$ cat src/hdl/slr_pkg.sv
package slr_pkg;

  localparam int unsigned SAMPLE_WIDTH_DEF = 32;
  localparam int unsigned QUEUE_DEPTH = 2;

  typedef enum logic [0:0] {
    LIM_MC     = 1'b0,
    LIM_MINMOD = 1'b1
  } limiter_mode_e;

  typedef struct packed {
    logic full;
    logic empty;
  } queue_stat_t;

endpackage

$ cat src/hdl/slr_queue.sv
module slr_queue #(
  parameter int unsigned DATA_W = 8,
  parameter int unsigned DEPTH  = 2
) (
  input  logic              clk_i,
  input  logic              rst_ni,
  input  logic              push_i,
  input  logic [DATA_W-1:0] wdata_i,
  input  logic              pop_i,
  output logic [DATA_W-1:0] rdata_o,
  output slr_pkg::queue_stat_t stat_o
);
  import slr_pkg::*;

  localparam int unsigned PTR_W = (DEPTH > 1) ? $clog2(DEPTH) : 1;
  localparam int unsigned CNT_W = $clog2(DEPTH + 1);

  logic [DATA_W-1:0] mem_q [DEPTH];
  logic [PTR_W-1:0]  wr_ptr_q, wr_ptr_d, rd_ptr_q, rd_ptr_d;
  logic [CNT_W-1:0]  cnt_q, cnt_d;
  logic              do_push, do_pop;

  assign stat_o.full  = (cnt_q == CNT_W'(DEPTH));
  assign stat_o.empty = (cnt_q == '0);
  assign do_push = push_i && !stat_o.full;
  assign do_pop  = pop_i && !stat_o.empty;
  assign rdata_o = mem_q[rd_ptr_q];

  always_comb begin
    wr_ptr_d = wr_ptr_q;
    rd_ptr_d = rd_ptr_q;
    cnt_d    = cnt_q;
    if (do_push) begin
      wr_ptr_d = (wr_ptr_q == PTR_W'(DEPTH - 1)) ? '0 : wr_ptr_q + 1'b1;
    end
    if (do_pop) begin
      rd_ptr_d = (rd_ptr_q == PTR_W'(DEPTH - 1)) ? '0 : rd_ptr_q + 1'b1;
    end
    if (do_push && !do_pop) begin
      cnt_d = cnt_q + 1'b1;
    end else if (do_pop && !do_push) begin
      cnt_d = cnt_q - 1'b1;
    end
  end

  always_ff @(posedge clk_i or negedge rst_ni) begin
    if (!rst_ni) begin
      wr_ptr_q <= '0;
      rd_ptr_q <= '0;
      cnt_q    <= '0;
    end else begin
      wr_ptr_q <= wr_ptr_d;
      rd_ptr_q <= rd_ptr_d;
      cnt_q    <= cnt_d;
    end
  end

  always_ff @(posedge clk_i) begin
    if (do_push) begin
      mem_q[wr_ptr_q] <= wdata_i;
    end
  end

endmodule

$ cat src/hdl/slr_front.sv
module slr_front #(
  parameter int unsigned W = 32
) (
  input  logic                 clk_i,
  input  logic                 rst_ni,
  input  logic                 in_valid_i,
  output logic                 in_ready_o,
  input  logic [W-1:0]         sample_i,
  input  logic                 line_start_i,
  input  slr_pkg::queue_stat_t stat_i,
  output logic                 push_o,
  output logic [4*W+2:0]       entry_o
);
  import slr_pkg::*;

  logic [W-1:0]        older_q, middle_q;
  logic [1:0]          fill_q, fill_d, fill_eff;
  logic                accept;
  logic signed [W:0]   back_diff, fwd_diff, central;
  logic [W-1:0]        dc;
  logic                same_sign;

  assign in_ready_o = !stat_i.full;
  assign accept     = in_valid_i && in_ready_o;
  assign fill_eff   = line_start_i ? 2'd0 : fill_q;
  assign push_o     = accept && (fill_eff == 2'd2);

  assign back_diff = $signed({middle_q[W-1], middle_q}) - $signed({older_q[W-1], older_q});
  assign fwd_diff  = $signed({sample_i[W-1], sample_i}) - $signed({middle_q[W-1], middle_q});
  assign central   = $signed({sample_i[W-1], sample_i}) - $signed({older_q[W-1], older_q});
  // floor halving of the central difference always fits W bits
  assign dc        = central[W:1];

  assign same_sign = (!back_diff[W] && |back_diff && !fwd_diff[W] && |fwd_diff)
                  || (back_diff[W] && fwd_diff[W]);

  // entry: middle, back, fwd, dc, same_sign from the lowest bit up
  assign entry_o = {same_sign, dc, fwd_diff, back_diff, middle_q};

  always_comb begin
    fill_d = fill_q;
    if (accept) begin
      fill_d = (fill_eff == 2'd2) ? 2'd2 : fill_eff + 2'd1;
    end
  end

  always_ff @(posedge clk_i or negedge rst_ni) begin
    if (!rst_ni) begin
      fill_q <= '0;
    end else begin
      fill_q <= fill_d;
    end
  end

  always_ff @(posedge clk_i) begin
    if (accept) begin
      older_q  <= middle_q;
      middle_q <= sample_i;
    end
  end

endmodule

$ cat src/hdl/slr_back.sv
module slr_back #(
  parameter int unsigned W = 32
) (
  input  logic                   clk_i,
  input  logic                   rst_ni,
  input  slr_pkg::limiter_mode_e mode_i,
  input  slr_pkg::queue_stat_t   stat_i,
  input  logic [4*W+2:0]         entry_i,
  output logic                   pop_o,
  output logic                   out_valid_o,
  input  logic                   out_ready_i,
  output logic [W-1:0]           left_o,
  output logic [W-1:0]           right_o,
  output logic [W-1:0]           slope_o
);
  import slr_pkg::*;

  function automatic logic [W+1:0] mag(input logic signed [W+1:0] x);
    logic [W+1:0] r;
    r = x[W+1] ? -x : x;
    return r;
  endfunction

  function automatic logic [W-1:0] sat(input logic signed [W+2:0] x);
    logic [W-1:0] r;
    if (&x[W+2:W-1] || ~|x[W+2:W-1]) begin
      r = x[W-1:0];
    end else begin
      r = x[W+2] ? {1'b1, {(W-1){1'b0}}} : {1'b0, {(W-1){1'b1}}};
    end
    return r;
  endfunction

  logic [W-1:0]        e_mid, e_dc;
  logic signed [W:0]   e_back, e_fwd;
  logic                e_same;
  logic signed [W+1:0] dm, dp, dcx, bx, fx, sl_d;
  logic [W+1:0]        m_dm, m_dp, m_dc, m_b, m_f;

  logic                a_valid_q, out_valid_q;
  logic                a_en, b_en;
  logic signed [W+1:0] sl_q;
  logic [W-1:0]        mid_q;
  logic signed [W+2:0] h, mid_x, left_x, right_x;

  assign {e_same, e_dc, e_fwd, e_back, e_mid} = entry_i;

  assign b_en  = !out_valid_q || out_ready_i;
  assign a_en  = !a_valid_q || b_en;
  assign pop_o = a_en && !stat_i.empty;

  assign dm   = {e_back, 1'b0};
  assign dp   = {e_fwd, 1'b0};
  assign dcx  = {{2{e_dc[W-1]}}, e_dc};
  assign bx   = {e_back[W], e_back};
  assign fx   = {e_fwd[W], e_fwd};
  assign m_dm = mag(dm);
  assign m_dp = mag(dp);
  assign m_dc = mag(dcx);
  assign m_b  = mag(bx);
  assign m_f  = mag(fx);

  always_comb begin
    sl_d = '0;
    if (e_same) begin
      case (mode_i)
        LIM_MC: begin
          if (m_dm < m_dp && m_dm < m_dc) begin
            sl_d = dm;
          end else if (m_dp < m_dc) begin
            sl_d = dp;
          end else begin
            sl_d = dcx;
          end
        end
        LIM_MINMOD: begin
          sl_d = (m_b < m_f) ? bx : fx;
        end
        default: begin
          sl_d = '0;
        end
      endcase
    end
  end

  // faces use half of the unsaturated slope
  assign h       = $signed({sl_q[W+1], sl_q}) >>> 1;
  assign mid_x   = {{3{mid_q[W-1]}}, mid_q};
  assign left_x  = mid_x - h;
  assign right_x = mid_x + h;

  always_ff @(posedge clk_i or negedge rst_ni) begin
    if (!rst_ni) begin
      a_valid_q   <= 1'b0;
      out_valid_q <= 1'b0;
    end else begin
      if (a_en) begin
        a_valid_q <= !stat_i.empty;
      end
      if (b_en) begin
        out_valid_q <= a_valid_q;
      end
    end
  end

  always_ff @(posedge clk_i) begin
    if (pop_o) begin
      sl_q  <= sl_d;
      mid_q <= e_mid;
    end
    if (b_en && a_valid_q) begin
      left_o  <= sat(left_x);
      right_o <= sat(right_x);
      slope_o <= sat({sl_q[W+1], sl_q});
    end
  end

  assign out_valid_o = out_valid_q;

endmodule

$ cat src/hdl/slope_limited_linear_reconstruction.sv
// Slope-limited linear reconstruction along one grid line. Samples are signed
// fixed point (Q16.16 at the default width) and enter on the slave stream with
// tuser high on the first cell of a line; the first two cells of every line give
// no result, every later cell gives one transaction on the master stream holding
// the left face, right face and limited slope of the previous cell, each
// saturated. The config channel selects monotonized central (0, after reset) or
// minmod (1) and may be written only while no transaction is in flight. One
// sample per cycle is taken and one result per cycle is delivered in steady
// state while the master stream is ready; the window and differences, the
// limiter and the face adders each hold one register stage, with a two-entry
// queue between the window and the limiter that absorbs stalls.
module slope_limited_linear_reconstruction #(
  parameter int unsigned SAMPLE_WIDTH = slr_pkg::SAMPLE_WIDTH_DEF
) (
  input  logic clk_i,
  input  logic rst_ni,
  // sample
  input  logic                                  s_axis_tvalid_i,
  output logic                                  s_axis_tready_o,
  input  logic [((SAMPLE_WIDTH+7)/8)*8-1:0]     s_axis_tdata_i,
  // line_start
  input  logic [0:0]                            s_axis_tuser_i,
  // left_face, right_face, slope
  output logic                                  m_axis_tvalid_o,
  input  logic                                  m_axis_tready_i,
  output logic [((3*SAMPLE_WIDTH+7)/8)*8-1:0]   m_axis_tdata_o,
  input  logic                                  cfg_valid_i,
  output logic                                  cfg_ready_o,
  input  logic [0:0]                            cfg_data_i
);
  import slr_pkg::*;

  localparam int unsigned W         = SAMPLE_WIDTH;
  localparam int unsigned ENTRY_W   = 4 * W + 3;
  localparam int unsigned OUT_TDATA = ((3 * W + 7) / 8) * 8;

  limiter_mode_e       mode_q;
  queue_stat_t         qstat;
  logic                push, pop;
  logic [ENTRY_W-1:0]  wentry, rentry;
  logic [W-1:0]        left_face, right_face, slope;

  assign cfg_ready_o = 1'b1;

  always_ff @(posedge clk_i or negedge rst_ni) begin
    if (!rst_ni) begin
      mode_q <= LIM_MC;
    end else if (cfg_valid_i) begin
      mode_q <= limiter_mode_e'(cfg_data_i[0]);
    end
  end

  slr_front #(.W(W)) u_front (
    .clk_i        (clk_i),
    .rst_ni       (rst_ni),
    .in_valid_i   (s_axis_tvalid_i),
    .in_ready_o   (s_axis_tready_o),
    .sample_i     (s_axis_tdata_i[W-1:0]),
    .line_start_i (s_axis_tuser_i[0]),
    .stat_i       (qstat),
    .push_o       (push),
    .entry_o      (wentry)
  );

  slr_queue #(.DATA_W(ENTRY_W), .DEPTH(QUEUE_DEPTH)) u_queue (
    .clk_i   (clk_i),
    .rst_ni  (rst_ni),
    .push_i  (push),
    .wdata_i (wentry),
    .pop_i   (pop),
    .rdata_o (rentry),
    .stat_o  (qstat)
  );

  slr_back #(.W(W)) u_back (
    .clk_i       (clk_i),
    .rst_ni      (rst_ni),
    .mode_i      (mode_q),
    .stat_i      (qstat),
    .entry_i     (rentry),
    .pop_o       (pop),
    .out_valid_o (m_axis_tvalid_o),
    .out_ready_i (m_axis_tready_i),
    .left_o      (left_face),
    .right_o     (right_face),
    .slope_o     (slope)
  );

  assign m_axis_tdata_o = OUT_TDATA'({slope, right_face, left_face});

  // the window never pushes into a full queue
  assert property (@(posedge clk_i) disable iff (!rst_ni) push |-> !qstat.full)
    else $error("push into full queue");

  // a line start never yields a result
  assert property (@(posedge clk_i) disable iff (!rst_ni)
    (s_axis_tvalid_i && s_axis_tready_o && s_axis_tuser_i[0]) |-> !push)
    else $error("result on line start");

  // nothing is pending right after reset
  assert property (@(posedge clk_i) $rose(rst_ni) |-> !m_axis_tvalid_o && qstat.empty)
    else $error("state not cleared by reset");

endmodule
$ cat config.mk
export PLATFORM = sky130hd
export DESIGN_NAME = slope_limited_linear_reconstruction
export DESIGN_NICKNAME = d
export VERILOG_FILES = /design/src/hdl/slr_pkg.sv /design/src/hdl/slr_queue.sv /design/src/hdl/slr_front.sv /design/src/hdl/slr_back.sv /design/src/hdl/slope_limited_linear_reconstruction.sv
export SDC_FILE = /design/constraint.sdc
export NUM_CORES = 1
export LEC_CHECK = 0
export ABC_AREA = 1
export BUFFER_PORTS_ARGS = -buffer_cell sky130_fd_sc_hd__clkbuf_2
export CAP_MARGIN = 20
export CORE_MARGIN = 3
export CORE_UTILIZATION = 35
export CTS_BUF_LIST = sky130_fd_sc_hd__clkbuf_16
export DETAILED_ROUTE_END_ITERATION = 10
export GPL_ROUTABILITY_DRIVEN = 0
export HOLD_SLACK_MARGIN = 0.15
export PLACE_DENSITY = 0.59
export SYNTH_ARGS = -nofsm -noshare
export SYNTH_HDL_FRONTEND = slang
export SYNTH_SLANG_ARGS = --single-unit
$ cat constraint.sdc
create_clock -name clk_i -period 8.34 [get_ports clk_i]
set_clock_uncertainty 0.2 [all_clocks]
set_input_delay 2.085 -clock clk_i [delete_from_list [all_inputs] [get_ports clk_i]]
set_output_delay 2.085 -clock clk_i [all_outputs]
set_load 0.05 [all_outputs]
## Word-level counts from Yosys, hierarchy flattened

Memory sizes are Yosys's and may differ from the RTL's.
Index checks and enable logic that the tools add are counted.
W data, S select, Z words.

| word-level totals | value |
|---|---|
| flip-flop bits (word level) | 235 |
| RAM bits | 262 |
| word-level logic and storage cells | 100 |
| memories | 1 |

Memory list:

| memory | depth | bits a word | rd ports | clocked after Yosys merged registers in | write ports | line | text |
|---|---|---|---|---|---|---|---|
| u_queue.mem_q | 2 | 131 | 1 | 0 | 1 | slr_queue.sv:18 | `logic [DATA_W-1:0] mem_q [DEPTH];` |

| cells by class | value |
|---|---|
| add/sub/neg operators | 15 |
| $lt $le $gt $ge | 4 |
| equality and inequality tests | 2 |
| muxes and demuxes | 23 |
| bitwise operators | 1 |
| reductions and logical operators | 40 |

Operator list:

| kind | count |
|---|---|
| $mux W34 | 8 |
| $mux W32 | 6 |
| $lt A34 B34 Y1 | 4 |
| $sub A32 B32 Y33 | 3 |
| $neg A33 Y34 | 2 |
| $neg A34 Y34 | 2 |
| $pmux W34 S2 | 1 |
| $reduce_or A33 Y1 | 2 |
| $add A32 B33 Y34 | 1 |
| $neg A32 Y34 | 1 |
| $sub A32 B33 Y34 | 1 |
| $logic_and A1 B1 Y1 | 13 |
| $logic_not A1 Y1 | 11 |
| $mux W2 | 4 |
| $reduce_and A4 Y1 | 2 |
| $reduce_or A4 Y1 | 2 |
| $logic_or A1 B1 Y1 | 6 |
| $add A2 B1 Y2 const B | 2 |
| $eq A2 B2 Y1 const B | 2 |
| $mux W1 | 4 |
| $reduce_and A3 Y1 | 1 |
| $reduce_or A3 Y1 | 1 |
| $add A1 B1 Y1 const B | 2 |
| $logic_not A2 Y1 | 1 |
| other kinds (3) | 3 |

## Logic depth before layout (Yosys ltp)

| depth | value |
|---|---|
| depth in word-level cells | 9 |
| depth in mapped cells | 35 |
| mapped depth without buffers | 33 |

## Cells and area by module

Synthesis repeated with hierarchy kept, for this count alone.

| second synthesis, totals | value |
|---|---|
| cell total of the unflattened synthesis | 4508 |
| area, all modules | 35424.0 um^2 |

Modules (own cells, without submodules):

| module | times used | cells an instance | area each (um^2) | sequential area each (um^2) |
|---|---|---|---|---|
| slr_back | 1 | 2214 | 16290.6 | 4914.7 |
| slr_queue | 1 | 716 | 9800.6 | 7967.6 |
| slr_front | 1 | 1571 | 9281.4 | 1971.9 |
| slope_limited_linear_reconstruction | 1 | 7 | 51.3 | 25.0 |

## Least setup slack after synthesis

Ideal clock, no wire load.

| timing | value |
|---|---|
| path kind | in2reg |
| start point | input port s_axis_tvalid_i |
| end point | memory u_queue.mem_q[0][0] (netlist name), enable pin |
| setup time | 0.623 ns |
| data arrival time | 9.367 ns |
| required time | 7.517 ns |
| path slack | -1.850 ns |
| stages | 4 |
| buffers on the path | 0 |
| cells stage by stage | nand2_1 -> inv_1 -> nand2_1 -> nor2_1 |

| between the ends | value |
|---|---|
| word-level cells in the longest chain between the ends | 5 |

RTL lines:

| item | line | text |
|---|---|---|
| from (decl) | slope_limited_linear_reconstruction.sv:18 | `input logic s_axis_tvalid_i,` |
| $logic_and A1 B1 Y1 | slr_front.sv:24 | `assign accept = in_valid_i && in_ready_o;` |
| named net u_front.accept | slr_front.sv:18 | `logic accept;` |
| $logic_and A1 B1 Y1 | slr_front.sv:26 | `assign push_o = accept && (fill_eff == 2'd2);` |
| $logic_and A1 B1 Y1 | slr_queue.sv:25 | `assign do_push = push_i && !stat_o.full;` |
| $mux W1 | slr_queue.sv:59 | `if (do_push) begin` |
| $mux W1 (implied by the code) | slr_queue.sv:60 | `mem_q[wr_ptr_q] <= wdata_i;` |
| to (decl) | slr_queue.sv:18 |  |

The timed path passes the listed nets, and every way through them passes these cells.

## Worst setup path after layout

| timing | value |
|---|---|
| start point | register u_queue.rd_ptr_q |
| end point | register u_back.sl_q[1], data pin |

| between the ends | value |
|---|---|
| word-level cells in the longest chain between the ends | 7 |
| elaborated cells between the ends (all ways) | 20 |

RTL lines:

| item | line | text |
|---|---|---|
| from (decl) | slr_queue.sv:19 | `logic [PTR_W-1:0] wr_ptr_q, wr_ptr_d, rd_ptr_q, rd_ptr_d;` |
| from (signal assigned) | slr_queue.sv:53 | `rd_ptr_q <= rd_ptr_d;` |
| $mem_v2 Z2 W131 * | n/a |  |
| $neg A34 Y34 / $neg A32 Y34 (equally long branches) | slr_back.sv:20 | `r = x[W+1] ? -x : x;` |
| $mux W34 | slr_back.sv:20 |  |
| $lt A34 B34 Y1 (on tied branches) | slr_back.sv:70, slr_back.sv:68 |  |
| $mux W34 / $logic_and A1 B1 Y1 (equally long branches) | slr_back.sv:70, slr_back.sv:68 |  |
| $mux W34 | slr_back.sv:68 | `if (m_dm < m_dp && m_dm < m_dc) begin` |
| $pmux W34 S2 | slr_back.sv:66 | `case (mode_i)` |
| to (signal assigned) | slr_back.sv:108 | `sl_q <= sl_d;` |
| to (decl) | slr_back.sv:42 | `logic signed [W+1:0] sl_q;` |

Mark *: on every way between the ends. The rest lies on a longest branch, timed or not.
A chain may end at the register's enable or synchronous reset.

==> flow_summary.toml <==
[synth]
synth_cells = 3910
synth_compound_area_share_pct = 9.904
ys_ff_latch = 497
synth.avg_cell_area_sq_um = 8.507
yosysSeqAreaShare_pct = 44.73
synth_top_cell_area_share_pct = 44.05
synthSimpleGateAreaFrac_pct = 20.90
ys_types = 59
muxShareOfSynthArea_pct = 0.3009
synth_ff_type = "edfxtp_1"
syn-cell-area_sq_um = 33260
synthArstFlopShare_pct = 1.811
yosysTopAreaCell = "edfxtp_1"
synth_top_family_by_area = "simple AND/OR/NAND/NOR gates"
yosysWarnings = 0
yosys-top-cells-area = "edfxtp_1 44%, nand2_1 11%, ha_1 9.8%, inv_1 6.1%, xor2_1 4.9%"
synth_xor_area_share_pct = 6.003
synth-adder-area-share_pct = 10.12
synth-edff-count = 488

[die]
rows = 112
die-height_um = 314.3
fp.dieW_um = 314.3
initial_utilization_pct = 35.48
ios = 138
coreArea_sq_um = 93750
die_area_sq_um = 98770

[place]
port_buffers = 136
place_inst = 5210
hpwl_um = 72840

[clocking]
root_buffer = "clkbuf_16"
clk_pin_slew_ns = 0.06
clk_path_buf_depth = 3
tritoncts = "built"
clock-sinks = 497
post_cts_resized = 0
ctsHoldBuffers = 0
htreeDepth = 2
insertion_delay_ns = 0.64
cts_setup_buffers = 0
numCtsBuffers = 55

[sta]
post-route-period-util_pct = 81.58
whs_ns = 0.2861
fin_tns_setup_ns = 0
max_clock_freq_mhz = 147.0
setup_violations = 0
maxSlewHeadroom_pct = 20.19
hold_viol = 0
rsz0062_at_grt = "false"
worst_pin_slew_ns = 1.182
drv_slew = 0
timing.final.crit_period_ns = 6.804

[critical_path]
worstPathArrival_ns = 7.04
crit_type = "flop to flop"
path_max_fanout = 40
end_kind = "flop"
cp-start-kind = "flop"
crit_required_ns = 8.57

[global_routing]
antenna_found_initial = 12
grt_pass1_vias = 25203
grt_pass1_wl_um = 141200
grt_usage_pct = 18.29
grt_max_degree = 132
grt_overflow = 0

[layout]
syn_to_final_growth_pct = 11.89
nFillCells = 9300
drive_gt1_share_pct = 8.081
final_nets = 4319
fin_cells = 5315

[flow_run]
max-cap-violations = 0

[routing]
drtIter0Drc = 2260
antenna_left = 0
drc = 0
viasPerCell = 4.984
first_pass_iters = 6
totalWireLength_um = 92360
vias = 26489
routedWlPerCell_um = 17.38

[min_path]
hold_path.class = "flop to flop"

[run_status]
outcome = "complete, no violations"
[per-stage QoR]
step                      util, %  area, sq um  worst slack [ns]
after detailed placement    37.53        35190             1.601
after CTS                   39.67        37190             1.541
after global placement      37.53        35190             1.734
final                       39.70        37220             1.536
after global routing        39.70        37220            0.8556
after floorplan                 -        33280            -1.850
[path summary, 6_finish.rpt]
kind                       slack [ns]                           from  cells after the start                              to
max                              1.54   u_queue.rd_ptr_q$_DFFE_PN0P_                     27    u_back.sl_q[1]$_SDFFCE_PN0P_
min                              0.29  u_front.fill_q[1]$_DFFE_PN0P_                      2   u_front.fill_q[1]$_DFFE_PN0P_
max reg2reg                      1.54   u_queue.rd_ptr_q$_DFFE_PN0P_                     27    u_back.sl_q[1]$_SDFFCE_PN0P_
min reg2reg                      0.29  u_front.fill_q[1]$_DFFE_PN0P_                      2   u_front.fill_q[1]$_DFFE_PN0P_
max in group asynchronous        6.59                         rst_ni                      1  u_back.out_valid_o$_DFFE_PN0P_
min in group asynchronous        1.10                         rst_ni                      1   u_front.fill_q[1]$_DFFE_PN0P_
[worst max-delay path: stages, from the launching register on]
cell	delay (ns)
dfrtp_4	0.64
clkinv_2	0.57
o21ai_2	0.46
ha_1	0.24
nand3_1	0.09
nor2_2	0.14
nand3_1	0.13
nor2_2	0.21
nand2_1	0.13
nor3_1	0.23
nand3_1	0.14
nand3b_1	0.21
nor2_1	0.18
nand3_1	0.12
or2_2	0.33
nand2_1	0.08
xor2_1	0.21
ha_1	0.28
a21oi_1	0.15
nor2_1	0.06
a2111oi_0	0.38
nand2_1	0.15
a21oi_4	0.13
buf_4	0.37
nand2_4	0.32
nand3_1	0.20
nand2_1	0.06
a21oi_1	0.15
[per-layer routing]
metal	up-vias	global-route usage (%)	part of all wire (%)
met1	12276	26.42	47
met4	0	6.432	3.5
met5	-	0	0
li1	13208	-	-
met3	155	1.896	6.4
met2	850	28.49	44
[state kept, by name, indices dropped and copies added, names as in the netlist]
signal / count
mode_q: 1
u_front.middle_q: 32
u_queue.mem_q: 262
u_queue.rd_ptr_q: 1
u_front.fill_q: 2
u_back.right_o: 32
u_back.slope_o: 32
u_back.sl_q: 34
u_back.a_valid_q: 1
u_queue.cnt_q: 2
u_front.older_q: 32
u_back.out_valid_o: 1
u_back.left_o: 32
u_back.mid_q: 32
u_queue.wr_ptr_q: 1
[cells in the mapped netlist, drive strengths merged, types with 41 or more instances]
master / count
nand3: 260
inv: 539
clkbuf: 70
a21oi: 258
nor2: 281
xnor2: 41
nand2: 987
xor2: 187
buf: 52
o21ai: 198
ha: 261
edfxtp: 488
[cell families (layout without fill, tap and decap cells)]
| kind of cell | count (synthesis) | after routing |
|---|---|---|
| compound gates | 584 | 584 |
| flops | 497 | 497 |
| simple gates | 1661 | 1661 |
| xor+xnor | 228 | 228 |
| other cells | 2 | 9 |
| mux | 10 | 10 |
| buf+inv | 662 | 806 |
| fa+ha+maj | 266 | 266 |
[area by class of cell]
class / instances / area [sq um] / share of cell area, %
multi-input cells: 2756 / 15790 / 42.42
flip-flops and latches: 497 / 14880 / 39.99
inverters: 540 / 2028 / 5.449
well taps: 1254 / 1569 / 4.216
clock buffers: 55 / 1376 / 3.698
repair buffers: 164 / 940.9 / 2.528
clock inverters: 47 / 629.4 / 1.691
diodes: 2 / 5.005 / 0.01345
[layout by cell type (no fill, tap or decap), types with 24 or more instances in the layout]
cell type and count:
edfxtp_1 488, o21ai_0 187, a21oi_1 256, nand2_1 975, inv_1 542, or2_2 35, nor3_1 38, clkbuf_16 55
nand3_1 258, xnor2_1 41, buf_4 24, xor2_1 187, clkbuf_2 136, ha_1 261, nand4_1 25, nor2_1 272
Power is left out: the tool's default activity adds up to more than one toggle a clock period on the data nets, which glitch-free logic cannot reach.
